--- src/rtl/core/dnsar_pkg.sv ---
package dnsar_pkg;

  // Fixed layout of a DNS message and of an answer record.
  localparam int unsigned HeaderBytes   = 12;
  localparam int unsigned RcodePos      = 3;
  localparam int unsigned AncountHiPos  = 6;
  localparam int unsigned AncountLoPos  = 7;
  localparam int unsigned HeaderLastPos = 11;
  localparam int unsigned QtailBytes    = 4;
  localparam int unsigned QptrTailBytes = 5;
  localparam int unsigned FixedKindHi   = 0;
  localparam int unsigned FixedKindLo   = 1;
  localparam int unsigned FixedLenHi    = 8;
  localparam int unsigned FixedLenLo    = 9;
  localparam int unsigned AddrBytes     = 4;
  localparam logic [15:0] KindA         = 16'd1;

  localparam logic [7:0] PtrMask   = 8'hC0;
  localparam logic [7:0] RcodeMask = 8'h0F;

  // Result status codes.
  localparam logic [2:0] StatusFound     = 3'd0;
  localparam logic [2:0] StatusShort     = 3'd1;
  localparam logic [2:0] StatusRcode     = 3'd2;
  localparam logic [2:0] StatusNoAnswers = 3'd3;
  localparam logic [2:0] StatusNoA       = 3'd4;

  // Parser phases.
  typedef enum logic [3:0] {
    PhHeader,
    PhQname,
    PhQlabelSkip,
    PhQtailSkip,
    PhAnameFirst,
    PhAnameRest,
    PhAlabelSkip,
    PhAptrSkip,
    PhAfixed,
    PhAdataSkip,
    PhAaddr,
    PhDone
  } phase_t;

endpackage

--- src/rtl/core/dns_response_a_record_parser_top.sv ---
// Channel   Direction  Transaction                 Payload
// s_axis    in         one message byte            tdata = data_byte, tlast = last_byte
// m_axis    out        one result per message      tdata = status, ipv4_address
// cfg       in         write of ipv4_allowed       cfg_data = ipv4_allowed
//
// Each byte is parsed by the logic between the parser state registers and the
// result register, so a byte can be taken every cycle while the input does not stall.
// The result of a message is loaded into the output register with its last byte.
// Input stalls only while that register is full and not being taken.
// Reset (rst, synchronous) clears the parser and sets ipv4_allowed to 1.
module dns_response_a_record_parser_top
  import dnsar_pkg::*;
#(
  parameter int unsigned MAX_MESSAGE_BYTES = 512
) (
  input  logic        clk,
  input  logic        rst,
  input  logic        s_axis_tvalid,
  output logic        s_axis_tready,
  input  logic [7:0]  s_axis_tdata,   // [7:0] data_byte
  input  logic        s_axis_tlast,   // last_byte
  output logic        m_axis_tvalid,
  input  logic        m_axis_tready,
  output logic [39:0] m_axis_tdata,   // [2:0] status, [34:3] ipv4_address, [39:35] zero
  input  logic        cfg_valid,
  output logic        cfg_ready,
  input  logic        cfg_data        // ipv4_allowed
);

  localparam int unsigned PosW = $clog2(MAX_MESSAGE_BYTES + 1);

  logic            ipv4_allowed;
  logic [PosW-1:0] byte_position;
  phase_t          parse_phase;
  logic [15:0]     skip_remaining;
  logic [3:0]      response_code;
  logic [15:0]     answer_total;
  logic [15:0]     answers_done;
  logic [15:0]     record_kind;
  logic [15:0]     record_data_length;
  logic [3:0]      field_index;
  logic [31:0]     address_accum;
  logic            address_found;

  phase_t          parse_phase_next;
  logic [PosW-1:0] byte_position_next;
  logic [15:0]     skip_remaining_next;
  logic [3:0]      response_code_next;
  logic [15:0]     answer_total_next;
  logic [15:0]     answers_done_next;
  logic [15:0]     record_kind_next;
  logic [15:0]     record_data_length_next;
  logic [3:0]      field_index_next;
  logic [31:0]     address_accum_next;
  logic            address_found_next;

  logic            accept;
  logic            parse_en;
  logic [7:0]      b;
  logic [15:0]     skip_dec;
  logic            skip_done;
  logic            is_ptr;
  logic            is_zero;
  logic [15:0]     len_full;
  logic            a_match;
  logic            answers_over;

  logic [2:0]      out_status;
  logic [31:0]     out_addr;
  logic [2:0]      status_next;
  logic [31:0]     addr_next;

  assign cfg_ready     = 1'b1;
  assign s_axis_tready = !m_axis_tvalid || m_axis_tready;
  assign accept        = s_axis_tvalid && s_axis_tready;
  assign parse_en      = byte_position < PosW'(MAX_MESSAGE_BYTES);

  // Shared decodes of the incoming byte and the current state.
  assign b            = s_axis_tdata;
  assign skip_dec     = skip_remaining - 16'd1;
  assign skip_done    = skip_dec == 16'd0;
  assign is_ptr       = (b & PtrMask) == PtrMask;
  assign is_zero      = b == 8'd0;
  assign len_full     = {record_data_length[15:8], b};
  assign a_match      = ipv4_allowed && record_kind == KindA && len_full == 16'(AddrBytes);
  assign answers_over = answers_done >= answer_total;

  // Next parser phase.
  always_comb begin
    parse_phase_next = parse_phase;
    unique case (parse_phase)
      PhHeader: begin
        if (byte_position == PosW'(HeaderLastPos)) parse_phase_next = PhQname;
      end
      PhQname: begin
        parse_phase_next = (is_zero || is_ptr) ? PhQtailSkip : PhQlabelSkip;
      end
      PhQlabelSkip: begin
        if (skip_done) parse_phase_next = PhQname;
      end
      PhQtailSkip: begin
        if (skip_done) parse_phase_next = PhAnameFirst;
      end
      PhAlabelSkip: begin
        if (skip_done) parse_phase_next = PhAnameRest;
      end
      PhAptrSkip: begin
        if (skip_done) parse_phase_next = PhAfixed;
      end
      PhAdataSkip: begin
        if (skip_done) parse_phase_next = PhAnameFirst;
      end
      PhAnameFirst: begin
        if (answers_over) parse_phase_next = PhDone;
        else if (is_ptr)  parse_phase_next = PhAptrSkip;
        else if (is_zero) parse_phase_next = PhAfixed;
        else              parse_phase_next = PhAlabelSkip;
      end
      PhAnameRest: begin
        parse_phase_next = is_zero ? PhAfixed : PhAlabelSkip;
      end
      PhAfixed: begin
        if (field_index == 4'(FixedLenLo)) begin
          if (a_match)                    parse_phase_next = PhAaddr;
          else if (len_full == 16'd0)     parse_phase_next = PhAnameFirst;
          else                            parse_phase_next = PhAdataSkip;
        end
      end
      PhAaddr: begin
        if (field_index == 4'(AddrBytes - 1)) parse_phase_next = PhDone;
      end
      PhDone: begin
        parse_phase_next = PhDone;
      end
      default: parse_phase_next = PhDone;
    endcase
  end

  // Datapath updates for the current byte.
  always_comb begin
    skip_remaining_next     = skip_remaining;
    response_code_next      = response_code;
    answer_total_next       = answer_total;
    answers_done_next       = answers_done;
    record_kind_next        = record_kind;
    record_data_length_next = record_data_length;
    field_index_next        = field_index;
    address_accum_next      = address_accum;
    address_found_next      = address_found;
    unique case (parse_phase)
      PhHeader: begin
        if (byte_position == PosW'(RcodePos))     response_code_next = 4'(b & RcodeMask);
        if (byte_position == PosW'(AncountHiPos)) answer_total_next = {b, 8'd0};
        if (byte_position == PosW'(AncountLoPos)) answer_total_next = {answer_total[15:8], b};
      end
      PhQname: begin
        field_index_next = 4'd0;
        if (is_zero)     skip_remaining_next = 16'(QtailBytes);
        else if (is_ptr) skip_remaining_next = 16'(QptrTailBytes);
        else             skip_remaining_next = {8'd0, b};
      end
      PhQlabelSkip, PhQtailSkip, PhAlabelSkip, PhAptrSkip, PhAdataSkip: begin
        skip_remaining_next = skip_dec;
        if (skip_done) field_index_next = 4'd0;
      end
      PhAnameFirst: begin
        if (!answers_over) begin
          answers_done_next = answers_done + 16'd1;
          field_index_next  = 4'd0;
          if (is_ptr)        skip_remaining_next = 16'd1;
          else if (!is_zero) skip_remaining_next = {8'd0, b};
        end
      end
      PhAnameRest: begin
        field_index_next = 4'd0;
        if (!is_zero) skip_remaining_next = {8'd0, b};
      end
      PhAfixed: begin
        if (field_index == 4'(FixedKindHi)) record_kind_next = {b, 8'd0};
        if (field_index == 4'(FixedKindLo)) record_kind_next = {record_kind[15:8], b};
        if (field_index == 4'(FixedLenHi))  record_data_length_next = {b, 8'd0};
        if (field_index == 4'(FixedLenLo)) begin
          record_data_length_next = len_full;
          field_index_next        = 4'd0;
          if (a_match)                 address_accum_next = 32'd0;
          else if (len_full != 16'd0)  skip_remaining_next = len_full;
        end else begin
          field_index_next = field_index + 4'd1;
        end
      end
      PhAaddr: begin
        address_accum_next = {address_accum[23:0], b};
        field_index_next   = field_index + 4'd1;
        if (field_index == 4'(AddrBytes - 1)) address_found_next = 1'b1;
      end
      PhDone: begin
        field_index_next = field_index;
      end
      default: field_index_next = field_index;
    endcase
  end

  // Result of a message, taken from the state after its last byte.
  always_comb begin
    byte_position_next = parse_en ? byte_position + PosW'(1) : byte_position;
    addr_next          = 32'd0;
    if (byte_position_next < PosW'(HeaderBytes)) begin
      status_next = StatusShort;
    end else if ((parse_en ? response_code_next : response_code) != 4'd0) begin
      status_next = StatusRcode;
    end else if ((parse_en ? answer_total_next : answer_total) == 16'd0) begin
      status_next = StatusNoAnswers;
    end else if (parse_en ? address_found_next : address_found) begin
      status_next = StatusFound;
      addr_next   = parse_en ? address_accum_next : address_accum;
    end else begin
      status_next = StatusNoA;
    end
  end

  // Configuration register.
  always_ff @(posedge clk) begin
    if (rst) begin
      ipv4_allowed <= 1'b1;
    end else if (cfg_valid && cfg_ready) begin
      ipv4_allowed <= cfg_data;
    end
  end

  // Parser state; every message ends with a return to the reset state.
  always_ff @(posedge clk) begin
    if (rst || (accept && s_axis_tlast)) begin
      byte_position      <= '0;
      parse_phase        <= PhHeader;
      skip_remaining     <= 16'd0;
      response_code      <= 4'd0;
      answer_total       <= 16'd0;
      answers_done       <= 16'd0;
      record_kind        <= 16'd0;
      record_data_length <= 16'd0;
      field_index        <= 4'd0;
      address_accum      <= 32'd0;
      address_found      <= 1'b0;
    end else if (accept && parse_en) begin
      byte_position      <= byte_position_next;
      parse_phase        <= parse_phase_next;
      skip_remaining     <= skip_remaining_next;
      response_code      <= response_code_next;
      answer_total       <= answer_total_next;
      answers_done       <= answers_done_next;
      record_kind        <= record_kind_next;
      record_data_length <= record_data_length_next;
      field_index        <= field_index_next;
      address_accum      <= address_accum_next;
      address_found      <= address_found_next;
    end
  end

  // Output register: loaded with the last byte of a message, held until taken.
  always_ff @(posedge clk) begin
    if (rst) begin
      m_axis_tvalid <= 1'b0;
    end else if (accept && s_axis_tlast) begin
      m_axis_tvalid <= 1'b1;
    end else if (m_axis_tready) begin
      m_axis_tvalid <= 1'b0;
    end
  end

  always_ff @(posedge clk) begin
    if (accept && s_axis_tlast) begin
      out_status <= status_next;
      out_addr   <= addr_next;
    end
  end

  assign m_axis_tdata = {5'd0, out_addr, out_status};

endmodule

--- config.mk ---
export PLATFORM = sky130hd
export DESIGN_NAME = dns_response_a_record_parser_top
export DESIGN_NICKNAME = d
export VERILOG_FILES = /design/src/rtl/core/dnsar_pkg.sv /design/src/rtl/core/dns_response_a_record_parser_top.sv
export SDC_FILE = /design/constraint.sdc
export NUM_CORES = 1
export LEC_CHECK = 0
export BUFFER_PORTS_ARGS = -buffer_cell sky130_fd_sc_hd__buf_2
export CORE_MARGIN = 1.5
export CORE_UTILIZATION = 55
export CTS_CLUSTER_DIAMETER = 50
export DETAILED_ROUTE_END_ITERATION = 12
export GPL_ROUTABILITY_DRIVEN = 0
export GPL_TIMING_DRIVEN = 0
export PLACE_DENSITY = 0.74
export SKIP_LAST_GASP = 1
export SLEW_MARGIN = 40
export SYNTH_ARGS = -nofsm -noshare
export SYNTH_HDL_FRONTEND = slang
export SYNTH_SLANG_ARGS = --single-unit
--- constraint.sdc ---
create_clock -name clk -period 7.5 [get_ports clk]
set_input_delay 2.25 -clock clk [delete_from_list [all_inputs] [get_ports clk]]
set_output_delay 2.25 -clock clk [all_outputs]
set_load 0.1 [all_outputs]
== Word-level counts from Yosys, hierarchy flattened ==
Cells that the tools add are included.
Storage, ports and cells
  register bits after elaboration: 164
  word-level logic and storage cells: 142
  output and inout port bits: 43
  bits of input ports: 15
Operators by class
  eq/ne operators: 32
  $add $sub $neg: 4
  bitwise gates (word level): 4
  multiplexer cells: 49
  reductions and logical operators: 33
  order comparisons: 3
Operators by type and width (number)
  2-to-1 mux 16 bit: 10
  2-to-1 mux 32 bit: 3
  one-hot mux 16 bit (5 select lines): 1
  2-to-1 mux 4 bit: 18
  one-hot mux 32 bit (2 select lines): 1
  zero test 16 bit: 3
  one-hot mux 4 bit (10 select lines): 1
  2-to-1 mux 8 bit: 4
  == test 10 x 3 -> 1 bit, second input constant: 2
  == test 4 bit, second input constant: 5
  != test 2 bit, second input constant: 10
  one-hot mux 4 bit (5 select lines): 1
  adder 16 x 1 -> 16 bit, second input constant: 1
  == test 16 x 1 -> 1 bit, second input constant: 1
  == test 16 x 3 -> 1 bit, second input constant: 1
  == test 4 x 3 -> 1 bit, second input constant: 4
  greater-or-equal comparator 16 bit: 1
  nonzero test 16 bit: 1
  subtractor 16 x 1 -> 16 bit, second input constant: 1
  == test 4 x 2 -> 1 bit, second input constant: 3
  AND reduction 4 bit: 3
  adder 10 x 1 -> 10 bit, second input constant: 1
  == test 10 x 2 -> 1 bit, second input constant: 1
  == test 10 x 4 -> 1 bit, second input constant: 1
  other kinds (26): 47

== Logic depth before layout (Yosys ltp) ==
  depth after elaboration: 8
  depth in mapped cells: 11
  mapped depth without buffers: 10

== Worst setup path after synthesis ==
No wires, ideal clock.
  kind: input to output
  start: in m_axis_tready
  end: out s_axis_tready
  data required time: 5.250 ns
  cell stages on the path: 1
  buffers on the path: 0
  slack: 2.210 ns
  arrival time: 3.040 ns
  cell sequence: nand2b_1
On the way
  cells in the longest elaborated chain, start to end: 1
Ends and longest elaborated chain
  start, declared: RTL line dns_response_a_record_parser_top.sv:23  | input logic m_axis_tready,
  logical OR 1 bit: RTL line dns_response_a_record_parser_top.sv:74  | assign s_axis_tready = !m_axis_tvalid || m_axis_tready;
  end, declared: RTL line dns_response_a_record_parser_top.sv:19  | output logic s_axis_tready,
No other way between the ends.

== Worst setup path in the final report ==
Ends and elaborated chain as after synthesis.

==> metrics <==
Syn Area/Cell=8.66 sq um; die height=between 100 and 150 um; Post-Layout Cell Count=roughly 1,200; Clock Power Share=0.393; placed insts=about 1,200; max incr delay on CP=approximately 450 ps; Clock Path Buffers=2; main combinational cell family by area after synthesis=simple AND/OR/NAND/NOR gates; routed wire length=roughly 22,000 um; Worst path slowest cell=buf_2; synthesized cell area=about 8200 sq um; cell row count=44; CTS Hold Buffers Added=0; routed vias=7,471; measured slew at the worst slew-check pin=864 ps; Reg clk slew, reported paths=60 ps; relative slew slack=0.422; Critical Path RT=between 5000 and 6000 ps; crit path DAT=between 2000 and 3000 ps; vias in the first global route=between 6,000 and 7,000; initial antenna violation count=0; post-synthesis cell count=950; Synth Warn #=0; drt drc=0; Final TNS setup=0 ps; core box area=between 10,000 and 15,000 sq um; Post-DRT Antenna Nets=0; initial cell density of the core=0.564; Via density=around 6.1; # clock sinks=approximately 160; DR iter-0 viols=about 940; Final Critical Period=~5200 ps; Diodes inserted=0; Fin. Hold Viols=0; pin count of the biggest net entering global routing=36; peak supply drop=0.164 mV; DP Worst Slack=approximately 2200 ps; top post-synthesis cells by count=nor2_1, dfxtp_1, a22oi_1; Min-Delay Path Class=register to register; GRT Total Usage=0.278; P_leak=~0.0032 uW; Synth area leaders=dfxtp_1, edfxtp_1, a22oi_1; IO Port Bufs=49; post-synthesis sequential area ratio=0.442; sequential power share=0.445; CP cell instances=buf_2 -> nand2b_1 -> buf_2; share of post-route cells with drive strength above 1=0.106; switching power share of the total=0.308; logic gate share of total power=0.163; library cells used by synthesis=74; Pins Over Slew Limit=0; post-CTS sizing=0; CP Capture Type=output port; Final Skew=~11 ps; mux contribution to synthesized area=0.0295; Setup Crit Path Kind=primary input to output port; Post-Synth XOR/XNOR Area=0.0319; IO Pins=58; Hold Slack=around 460 ps; gr ovfl total=0; synthesis-to-layout area growth=12.9%; Nets=1,062; Yosys top cell area share=0.314; Tcrit/Tclk final=0.692; Int Power=~1400 uW; max-cap viol count=0; first-pass GRT wire length=35,100 um; postcts setup bufs=0; CTS H-tree lvls=4; outcome=complete, no violations; Max Clk Rate=between 0.15 and 0.2 GHz; DP HPWL=15,100 um; top_reg_cell synth=dfxtp_1; power after layout=approximately 2100 uW; Final setup viols=0; CP Launch Type=primary input; Pwr Density=~220 nW/um^2; Die ar.=15,700 sq um; sw power=approximately 640 uW; Synth area leader=dfxtp_1; compound-gate portion of the synthesized area=0.197; critical-path maximum fanout=4; Clock Latency Late Sink=approximately 430 ps; RSZ-0062 raised after global routing=false; Yosys reg bits=between 150 and 200; Post-synth ARST share=0; cell mode on critical path=buf_2; Simple-Gate Fraction of Synth Area=0.213; Die Wd=125 um; total CTS buffers=17; number of enable flip-flop cells after synthesis=35; Synth Area in Adders=0.0365; top-count cell post-synth=nor2_1; average wire per cell in the routed design=about 18 um; CTS root buffer=clkbuf_16; drt pass-1 iters=6; Setup WS post-layout=2310 ps; CTS tree=built
[final cells by class]
type	instances	area [sq um]
Tap cell	184	230
Timing Repair Buffer	50	256
Fill cell	1247	5310
Inverter	31	116
Clock inverter	13	116
Sequential cell	164	3630
Buffer	68	292
Clock buffer	19	433
Multi-Input combinational cell	691	4210
[through the flow]
step / instance area, sq um / utilization
6_report: 9280 / 0.636
5_1_grt: 9280 / 0.636
4_1_cts: 9270 / 0.636
3_5_place_dp: 8720 / 0.598
3_3_place_gp: 8720 / 0.597
2_1_floorplan: 8240 / -
[worst max-delay path, delay by kind of cell]
family	cells	cell delay, ps
buffers and inverters	2	520
and+or+nand+nor	1	160
[sequential cells by signal (all words and copies together) (netlist names), 8 cells and up]
signal,count
record_kind,16
out_addr,32
byte_position,10
answer_total,16
record_data_length,8
answers_done,16
skip_remaining,16
address_accum,32
[routing by layer]
metal / routed length (um) / track usage / vias up
li1: - / - / 3571
met1: 9390 / 0.363 / 3535
met2: 10300 / 0.458 / 312
met3: 1500 / 0.0608 / 53
met4: 498 / 0.0929 / 0
met5: 0 / 0 / -
[cells by family (layout without fill, tap and decap cells)]
| family | after synthesis | in the layout |
|---|---|---|
| AOI/OAI and AO/OA | 235 | 235 |
| muxes | 24 | 24 |
| DFF | 164 | 164 |
| buffers and inverters | 99 | 181 |
| xor gates and xnor gates | 30 | 30 |
| adders and majority gates | 24 | 24 |
| and+or+nand+nor | 372 | 372 |
| other | 2 | 6 |
[power groups by stage]
stage	sequential [uW]	combinational [uW]	clock [uW]
after detailed placement	945	329	0
after global placement	945	327	0
after floorplan	997	202	0
final	925	338	817
after global routing	927	361	865
after CTS	925	330	825
[worst paths after layout]
check,slack (ps),to,depth (start not counted),start
max,2310,s_axis_tready,3,m_axis_tready
min reg2reg,460,record_kind[8]$_SDFFE_PP0P_,2,record_kind[8]$_SDFFE_PP0P_
max reg2reg,4020,skip_remaining[11]$_SDFFE_PP0P_,11,answers_done[0]$_SDFFE_PP0P_
min,460,record_kind[8]$_SDFFE_PP0P_,2,record_kind[8]$_SDFFE_PP0P_
[cells in the final DEF (no fill, tap or decap), types with 5 or more instances in the layout]
cell and count:
nor2b_1 5, or3_1 11, inv_1 29, a211oi_1 10, ha_1 24, xnor2_1 22
conb_1 6, o21ai_0 34, nor3_1 21, mux2i_1 22, nand3_1 28, nand2b_1 7
xor2_1 8, and3_1 6, dfxtp_1 129, a22oi_1 89, nand2_1 61, buf_2 54
clkbuf_16 17, edfxtp_1 35, a21oi_1 49, nor4_1 13, inv_6 5, clkbuf_1 57
buf_4 6, and2_1 6, nand4_1 11, nor2_1 174
(Power assumes the default switching activity.)
